### src/rtl/core/cdq_pkg.sv
// shared types and constants of the circular deque
`default_nettype none

package cdq_pkg;

  // widths of the request and result fields
  localparam int unsigned ModeW   = 2;
  localparam int unsigned IoDataW = 32;
  localparam int unsigned StatusW = 2;
  localparam int unsigned CountW  = 5;

  typedef enum logic [ModeW-1:0] {
    MODE_PUSH_BACK  = 2'd0,
    MODE_PUSH_FRONT = 2'd1,
    MODE_POP_FRONT  = 2'd2,
    MODE_POP_BACK   = 2'd3
  } mode_t;

  typedef enum logic [StatusW-1:0] {
    STAT_OK    = 2'd0,
    STAT_FULL  = 2'd1,
    STAT_EMPTY = 2'd2
  } status_t;

  typedef enum logic {
    ST_IDLE,
    ST_FIN
  } state_t;

  // commands from the controller to the datapath
  typedef struct packed {
    logic exec;
    logic load_out;
  } cmd_t;

endpackage

`default_nettype wire

### src/rtl/core/cdq_datapath.sv
// ring storage, pointers, fill count and result register of the deque
`default_nettype none

module cdq_datapath #(
  parameter int unsigned DEPTH      = 16,
  parameter int unsigned DATA_WIDTH = 32
) (
  input  wire                             clk,
  input  wire                             rst_n,
  input  cdq_pkg::cmd_t                   cmd,
  input  wire  [cdq_pkg::ModeW-1:0]       in_mode,
  input  wire  signed [cdq_pkg::IoDataW-1:0] in_data_in,
  output logic signed [cdq_pkg::IoDataW-1:0] out_data_out,
  output logic [cdq_pkg::StatusW-1:0]     out_status,
  output logic [cdq_pkg::CountW-1:0]      out_fill_count
);
  import cdq_pkg::*;

  localparam int unsigned AW = $clog2(DEPTH);
  localparam int unsigned CW = $clog2(DEPTH + 1);

  logic [DATA_WIDTH-1:0] mem [DEPTH];

  logic [AW-1:0] front_r, front_nxt;
  logic [AW-1:0] back_r, back_nxt;
  logic [CW-1:0] count_r, count_nxt;

  logic [DATA_WIDTH-1:0] rd_data_r;
  logic                  pop_ok_r;
  status_t               res_status_r;
  logic [CW-1:0]         res_count_r;

  logic [IoDataW-1:0] out_data_r;
  status_t            out_status_r;
  logic [CountW-1:0]  out_count_r;

  logic                  mem_we, mem_re;
  logic [AW-1:0]         wr_addr, rd_addr;
  logic [DATA_WIDTH-1:0] wr_word;
  logic [IoDataW-1:0]    pop_word;
  logic [CountW-1:0]     count_io;
  status_t               st;
  logic                  pop_ok;
  logic                  full, empty;
  mode_t                 mode;

  function automatic logic [AW-1:0] idx_next(input logic [AW-1:0] i);
    idx_next = (i == AW'(DEPTH - 1)) ? '0 : i + AW'(1);
  endfunction

  function automatic logic [AW-1:0] idx_prev(input logic [AW-1:0] i);
    idx_prev = (i == '0) ? AW'(DEPTH - 1) : i - AW'(1);
  endfunction

  // word and count width adaption
  if (DATA_WIDTH <= IoDataW) begin : g_wr_narrow
    assign wr_word = in_data_in[DATA_WIDTH-1:0];
  end else begin : g_wr_wide
    assign wr_word = {{(DATA_WIDTH - IoDataW){1'b0}}, in_data_in};
  end

  if (DATA_WIDTH >= IoDataW) begin : g_rd_wide
    assign pop_word = rd_data_r[IoDataW-1:0];
  end else begin : g_rd_narrow
    assign pop_word = {{(IoDataW - DATA_WIDTH){1'b0}}, rd_data_r};
  end

  if (CW >= CountW) begin : g_cnt_wide
    assign count_io = res_count_r[CountW-1:0];
  end else begin : g_cnt_narrow
    assign count_io = {{(CountW - CW){1'b0}}, res_count_r};
  end

  assign mode  = mode_t'(in_mode);
  assign full  = (count_r == CW'(DEPTH));
  assign empty = (count_r == '0);

  always_comb begin
    front_nxt = front_r;
    back_nxt  = back_r;
    count_nxt = count_r;
    mem_we    = 1'b0;
    mem_re    = 1'b0;
    wr_addr   = back_r;
    rd_addr   = front_r;
    st        = STAT_OK;
    pop_ok    = 1'b0;
    if (cmd.exec) begin
      case (mode)
        MODE_PUSH_BACK: begin
          if (full) begin
            st = STAT_FULL;
          end else begin
            mem_we    = 1'b1;
            wr_addr   = back_r;
            back_nxt  = idx_next(back_r);
            count_nxt = count_r + CW'(1);
          end
        end
        MODE_PUSH_FRONT: begin
          if (full) begin
            st = STAT_FULL;
          end else begin
            mem_we    = 1'b1;
            wr_addr   = idx_prev(front_r);
            front_nxt = idx_prev(front_r);
            count_nxt = count_r + CW'(1);
          end
        end
        MODE_POP_FRONT: begin
          if (empty) begin
            st = STAT_EMPTY;
          end else begin
            mem_re    = 1'b1;
            pop_ok    = 1'b1;
            rd_addr   = front_r;
            front_nxt = idx_next(front_r);
            count_nxt = count_r - CW'(1);
          end
        end
        MODE_POP_BACK: begin
          if (empty) begin
            st = STAT_EMPTY;
          end else begin
            mem_re    = 1'b1;
            pop_ok    = 1'b1;
            rd_addr   = idx_prev(back_r);
            back_nxt  = idx_prev(back_r);
            count_nxt = count_r - CW'(1);
          end
        end
        default: begin
          st = STAT_OK;
        end
      endcase
    end
  end

  always_ff @(posedge clk) begin
    if (mem_we) begin
      mem[wr_addr] <= wr_word;
    end
    if (mem_re) begin
      rd_data_r <= mem[rd_addr];
    end
  end

  always_ff @(posedge clk) begin
    if (!rst_n) begin
      front_r <= '0;
      back_r  <= '0;
      count_r <= '0;
    end else begin
      front_r <= front_nxt;
      back_r  <= back_nxt;
      count_r <= count_nxt;
    end
  end

  always_ff @(posedge clk) begin
    if (cmd.exec) begin
      pop_ok_r     <= pop_ok;
      res_status_r <= st;
      res_count_r  <= count_nxt;
    end
    if (cmd.load_out) begin
      out_data_r   <= pop_ok_r ? pop_word : '0;
      out_status_r <= res_status_r;
      out_count_r  <= count_io;
    end
  end

  assign out_data_out   = out_data_r;
  assign out_status     = out_status_r;
  assign out_fill_count = out_count_r;

`ifndef SYNTHESIS
  a_count_range: assert property (@(posedge clk) disable iff (!rst_n)
    count_r <= CW'(DEPTH))
    else $error("fill count above depth");

  // front plus count lands on back, either directly or after one wrap
  a_ring_consistent: assert property (@(posedge clk) disable iff (!rst_n)
    ((CW+1)'(front_r) + (CW+1)'(count_r) == (CW+1)'(back_r)) ||
    ((CW+1)'(front_r) + (CW+1)'(count_r) == (CW+1)'(back_r) + (CW+1)'(DEPTH)))
    else $error("front, back and count disagree");

  a_reject_keeps: assert property (@(posedge clk) disable iff (!rst_n)
    cmd.exec && ((full && (mode == MODE_PUSH_BACK || mode == MODE_PUSH_FRONT)) ||
                 (empty && (mode == MODE_POP_FRONT || mode == MODE_POP_BACK)))
    |=> $stable(front_r) && $stable(back_r) && $stable(count_r))
    else $error("rejected request changed the ring");
`endif

endmodule

`default_nettype wire

### src/rtl/core/cdq_ctrl.sv
// request sequencing and result handshake of the deque
`default_nettype none

module cdq_ctrl (
  input  wire           clk,
  input  wire           rst_n,
  input  wire           in_valid,
  output logic          in_stall,
  output logic          out_valid,
  input  wire           out_stall,
  output cdq_pkg::cmd_t cmd
);
  import cdq_pkg::*;

  state_t state_r, state_nxt;
  logic   out_valid_r, out_valid_nxt;
  logic   out_free;

  assign out_free = !out_valid_r || !out_stall;

  always_comb begin
    state_nxt = state_r;
    case (state_r)
      ST_IDLE: begin
        if (in_valid) begin
          state_nxt = ST_FIN;
        end
      end
      ST_FIN: begin
        if (out_free) begin
          state_nxt = ST_IDLE;
        end
      end
      default: begin
        state_nxt = ST_IDLE;
      end
    endcase
  end

  always_comb begin
    in_stall     = 1'b1;
    cmd.exec     = 1'b0;
    cmd.load_out = 1'b0;
    case (state_r)
      ST_IDLE: begin
        in_stall = 1'b0;
        cmd.exec = in_valid;
      end
      ST_FIN: begin
        cmd.load_out = out_free;
      end
      default: begin
        in_stall = 1'b1;
      end
    endcase
  end

  always_comb begin
    out_valid_nxt = out_valid_r;
    if (cmd.load_out) begin
      out_valid_nxt = 1'b1;
    end else if (out_valid_r && !out_stall) begin
      out_valid_nxt = 1'b0;
    end
  end

  always_ff @(posedge clk) begin
    if (!rst_n) begin
      state_r     <= ST_IDLE;
      out_valid_r <= 1'b0;
    end else begin
      state_r     <= state_nxt;
      out_valid_r <= out_valid_nxt;
    end
  end

  assign out_valid = out_valid_r;

`ifndef SYNTHESIS
  a_exec_to_fin: assert property (@(posedge clk) disable iff (!rst_n)
    cmd.exec |=> state_r == ST_FIN)
    else $error("accepted word did not reach finish state");

  a_fin_publishes: assert property (@(posedge clk) disable iff (!rst_n)
    (state_r == ST_FIN && !out_valid_r) |=> out_valid_r && state_r == ST_IDLE)
    else $error("result not published with free output");

  a_fin_waits: assert property (@(posedge clk) disable iff (!rst_n)
    (state_r == ST_FIN && out_valid_r && out_stall) |=> state_r == ST_FIN)
    else $error("result overwritten while output stalled");
`endif

endmodule

`default_nettype wire

### src/rtl/core/circular_deque.sv
// top level of the circular deque
`default_nettype none

// circular deque: a double-ended queue of DEPTH words of DATA_WIDTH bits held
// in a ring buffer. each request word carries a mode (push back, push front,
// pop front, pop back) and a data word, and yields exactly one result word:
// the popped data (zero for pushes and errors), a status (ok, full on push,
// empty on pop) and the fill count after the request. a rejected request
// leaves the deque unchanged. in the cycle a request is accepted it updates
// the pointers and writes or reads the ring memory; in the finish state,
// once the output register is free, the registered memory read moves into
// the output register. a new request is not taken before its predecessor
// has reached the output register. a finished result may wait in the
// output register while the next request is taken. ring slots are not
// cleared at reset: a pop only ever reads a slot that an earlier push wrote.
// pushed words are truncated or zero-extended to DATA_WIDTH bits, and popped
// words come back zero-extended or truncated to 32 bits.

module circular_deque #(
  parameter int unsigned DEPTH      = 16,
  parameter int unsigned DATA_WIDTH = 32
) (
  input  wire                                clk,
  input  wire                                rst_n,
  // request channel
  input  wire                                in_valid,
  output logic                               in_stall,
  input  wire  [cdq_pkg::ModeW-1:0]          in_mode,
  input  wire  signed [cdq_pkg::IoDataW-1:0] in_data_in,
  // result channel
  output logic                               out_valid,
  input  wire                                out_stall,
  output logic signed [cdq_pkg::IoDataW-1:0] out_data_out,
  output logic [cdq_pkg::StatusW-1:0]        out_status,
  output logic [cdq_pkg::CountW-1:0]         out_fill_count
);
  import cdq_pkg::*;

  // exec: perform the request on the ring; load_out: publish the result
  cmd_t cmd;

  // sequencing and output handshake
  cdq_ctrl u_ctrl (
    .clk       (clk),
    .rst_n     (rst_n),
    .in_valid  (in_valid),
    .in_stall  (in_stall),
    .out_valid (out_valid),
    .out_stall (out_stall),
    .cmd       (cmd)
  );

  // ring memory, pointers, fill count and result payload
  cdq_datapath #(
    .DEPTH      (DEPTH),
    .DATA_WIDTH (DATA_WIDTH)
  ) u_datapath (
    .clk            (clk),
    .rst_n          (rst_n),
    .cmd            (cmd),
    .in_mode        (in_mode),
    .in_data_in     (in_data_in),
    .out_data_out   (out_data_out),
    .out_status     (out_status),
    .out_fill_count (out_fill_count)
  );

endmodule

`default_nettype wire

### config.mk
export PLATFORM = sky130hd
export DESIGN_NAME = circular_deque
export DESIGN_NICKNAME = d
export VERILOG_FILES = /design/src/rtl/core/cdq_pkg.sv /design/src/rtl/core/cdq_datapath.sv /design/src/rtl/core/cdq_ctrl.sv /design/src/rtl/core/circular_deque.sv
export SDC_FILE = /design/constraint.sdc
export NUM_CORES = 1
export LEC_CHECK = 0
export BUFFER_PORTS_ARGS = -buffer_cell sky130_fd_sc_hd__buf_2
export CORE_MARGIN = 1
export CORE_UTILIZATION = 45
export CTS_CLUSTER_SIZE = 16
export DETAILED_ROUTE_END_ITERATION = 10
export PLACE_DENSITY_LB_ADDON = 0.25
export SLEW_MARGIN = 15
export SYNTH_ARGS = -nofsm -noshare
export SYNTH_HDL_FRONTEND = slang
export SYNTH_SLANG_ARGS = --single-unit
### constraint.sdc
create_clock -name clk -period 9.3 [get_ports clk]
set_clock_uncertainty 0.2 [all_clocks]
set_input_delay 1.86 -clock clk [delete_from_list [all_inputs] [get_ports clk]]
set_output_delay 1.86 -clock clk [all_outputs]
set_load 0.01 [all_outputs]
==> results.py <==
metrics = {
    "outcome": {
        "outcome": "finished, final reports clean",
    },
    "floorplan": {
        "core_area_um2": 55400,
        "initial_core_util": 0.458,
        "dieWidth_um": 239,
        "pin_count": 79,
        "die-area_um2": 57300,
        "num_rows": 86,
        "die_y_um": 239,
    },
    "setup_path": {
        "critical_path_class": "in -> reg",
        "start_kind": "primary input",
        "crit_fanout": 54,
        "critPathBufInv": 1,
        "ff2ff_setup_slack_ns": 4.14,
        "cp_cell_sequence": "buf_2 > ha_1 > and3b_1 > nand4_1 > nand2_4 > nand2b_1 > o22ai_1 > nor4_2",
        "cpMaxStageDelayCell": "nand2_4",
        "r2r_end": "u_datapath.pop_word[11]$_DFFE_PP_",
        "crit_start": "in_mode[0]",
        "reg2reg_depth": 10,
        "cp.arrival_ns": 5.91,
        "required_ns": 9.44,
        "endpoint_kind": "flip-flop",
        "rr_startpoint": "u_datapath.back_r[0]$_SDFFE_PN0P_",
        "max_stage_delay_ns": 0.92,
        "cp_top_family": "simple AND/OR/NAND/NOR gates",
    },
    "hold_path": {
        "hp-class": "reg -> reg",
        "worstHoldStart": "u_datapath.count_io[2]$_DFFE_PP_",
        "hold_depth": 0,
        "holdPathEnd": "u_datapath.out_fill_count[2]$_DFFE_PP_",
    },
    "drt": {
        "routed_wl_um": 65300,
        "viasPerCell": 6.10,
        "drtAntennaViolNets": 0,
        "via_count": 15700,
        "dr.pass1.iters": 6,
        "first_iter_violations": 1726,
        "wl_per_cell_um": 25.3,
        "drc": 0,
    },
    "logic_synthesis": {
        "synth_commonest_cells": "edfxtp_1, nand2_1, a21oi_1",
        "yosysMostFrequentCell": "edfxtp_1",
        "synth_edf_count": 591,
        "ys_types": 63,
        "synth.mux.area_fraction": 0.0448,
        "synth_seq_cells": 606,
        "synth_top_cells_by_area": "edfxtp_1, mux2i_1, a21oi_1",
        "synthSimpleGateAreaFrac": 0.0893,
        "syn_area_per_cell_um2": 14.7,
        "synth-seq-area-share": 0.711,
        "syn_nets": 1776,
        "synth-xor-area-share": 0.00311,
        "synth_top_area_frac": 0.700,
        "synth_top_family_by_area": "compound AO/OA/AOI/OAI gates",
        "postSynthCellCount": 1728,
        "synth-main-ff-cell": "edfxtp_1",
        "ys_warn_count": 0,
        "async_reset_ff_frac": 0,
        "synth_fa_ha_area_frac": 0.00493,
        "synth_area_leader_cell": "edfxtp_1",
        "syn_area_um2": 25400,
        "synth_compound_area_frac": 0.118,
    },
    "sta": {
        "worst_slack_ns": 3.52,
        "worstMarginPinSlew_ns": 1.13,
        "slew_viol_final": 0,
        "whs_ns": 0.216,
        "hold_violations": 0,
        "finalCritPeriodShare": 0.621,
        "max_clock_freq_mhz": 173,
        "layout_min_cycle_time_ns": 5.78,
        "fin_setup_tns_ns": 0,
        "rsz0062_at_grt": "no",
        "setup_viol": 0,
        "slew_headroom": 0.227,
    },
    "final_layout": {
        "syn2layout_area_growth_pct": 12.7,
        "multi_input_area_um2": 6790,
        "drive_above_1_share": 0.167,
        "regArea_um2": 18000,
        "final_cell_area_um2": 28600,
        "fillers": 4553,
        "nets": 1837,
    },
    "global_route": {
        "grt_max_degree": 136,
        "grt.overflow.total": 0,
        "grt_antenna_before_repair": 1,
        "grt_pass1_vias": 15400,
        "track_usage": 0.231,
        "grt_pass1_wl_um": 97900,
    },
    "clocking": {
        "post-cts-setup-buffer-count": 0,
        "numCtsBuffers": 67,
        "clock_latency_ns": 0.59,
        "cts-root-buf": "clkbuf_16",
        "post_cts_resized": 0,
        "cts_max_path_buffers": 3,
        "path_clk_slew_ns": 0.05,
        "holdBufCountCts": 0,
        "cts_sinks": 606,
        "htree_levels": 3,
        "tritoncts": "built",
    },
    "flow_run": {
        "maxCapViolCount": 0,
    },
    "placement": {
        "dp_hpwl_um": 35300,
        "dp_worst_setup_slack_ns": 3.04,
        "gp_congestion": 0.828,
        "place_area_um2": 26600,
        "port_buffers": 78,
    },
    "power": {
        "power.leakage_nw": 9.27,
        "power.density_nw_per_um2": 222,
        "ir_drop_v": 0.000145,
        "finalPower_mw": 6.35,
    },
}
cell usage in the layout (no fill, tap or decap), types with 3 or more instances in the layout:
cell        count
inv_1          13
nor4_1         72
nand3_1         7
nor2_4         10
nor4_2         11
a32oi_1        11
nor3_1          3
clkinv_2        9
a221oi_1        9
a2111oi_0      40
o21ai_0        43
and2_1         38
clkbuf_16      69
o31ai_1         4
and3_1         51
a32o_1         46
nand2_1       120
edfxtp_1      591
a31oi_1        37
mux2i_1        63
clkbuf_1       14
xnor2_1         7
inv_6           3
clkinv_1       10
ha_1            9
a211oi_1        5
o21bai_1       10
nand2b_1       47
a21o_1         45
nor2_1         21
nor3_2          9
mux2_2         45
dfxtp_1        14
buf_2          78
o22ai_1        30
a21boi_0       21
buf_4          45
clkinvlp_4      3
a21oi_1       118
metal layers:
metal	part of all wire	vias to the layer above	track usage
li1	-	6980	-
met1	0.44	7969	0.325
met5	0	-	0
met4	0.024	0	0.0760
met3	0.066	123	0.0411
met2	0.47	675	0.365
cell type report:
cell class,instances,area share
Inverter,16,0.00210
Clock inverter,28,0.00744
Clock buffer,83,0.0623
Tap cell,748,0.0327
Antenna cell,1,0.0000876
Multi-Input combinational cell,974,0.238
Sequential cell,606,0.632
Timing Repair Buffer,124,0.0262
flip-flops by register name, summed over array words and instances (netlist names):
name and cells:
u_ctrl.state_r 1, u_datapath.out_fill_count 5, u_datapath.res_status_r 2, u_datapath.back_r 4, u_datapath.out_status 2, u_datapath.front_r 4
u_datapath.pop_ok_r 1, u_datapath.count_r 5, u_datapath.out_data_out 32, u_datapath.mem 512, u_datapath.count_io 5, u_ctrl.out_valid 1
u_datapath.pop_word 32
worst reg2reg max path, delay by kind of cell (launching register included):
family	cells	cell delay [ns]
AND/OR/NAND/NOR	4	1.72
adder cells (fa/ha/maj)	1	0.37
flip-flops	1	0.31
buffers and inverters	4	2.14
AO/OA/AOI/OAI	1	0.28
where the power goes:
group	total, mW	switching, mW	internal (mW)
clock	2.45	1.04	1.41
combinational	0.795	0.539	0.257
sequential	3.10	0.0260	3.07
kinds of logic (layout without fill, tap and decap cells):
| logic type | count (synthesis) | after routing |
|---|---|---|
| buf+inv | 148 | 251 |
| fa+ha+maj | 10 | 10 |
| mux | 108 | 108 |
| compound gates | 438 | 438 |
| other cells | 0 | 1 |
| xor+xnor | 9 | 9 |
| flops | 606 | 606 |
| simple gates | 409 | 409 |
metrics by stage:
step                       util  instances
after floorplan               -       1728
after CTS                 0.516       2579
after global routing      0.516       2580
after global placement    0.480       2468
after detailed placement  0.480       2468
final                     0.516       2580
worst max-delay path by stage:
stage,to,cells after the start,slack [ns]
floorplan,u_datapath.mem[13][0]$_DFFE_PP_,7,3.57
global placement,u_datapath.pop_word[4]$_DFFE_PP_,10,3.21
detailed placement,u_datapath.pop_word[23]$_DFFE_PP_,8,3.04
CTS,u_datapath.pop_word[3]$_DFFE_PP_,10,3.67
global route,u_datapath.pop_word[9]$_DFFE_PP_,10,3.28
finish,u_datapath.pop_word[23]$_DFFE_PP_,8,3.52
(Power assumes the default switching activity.)
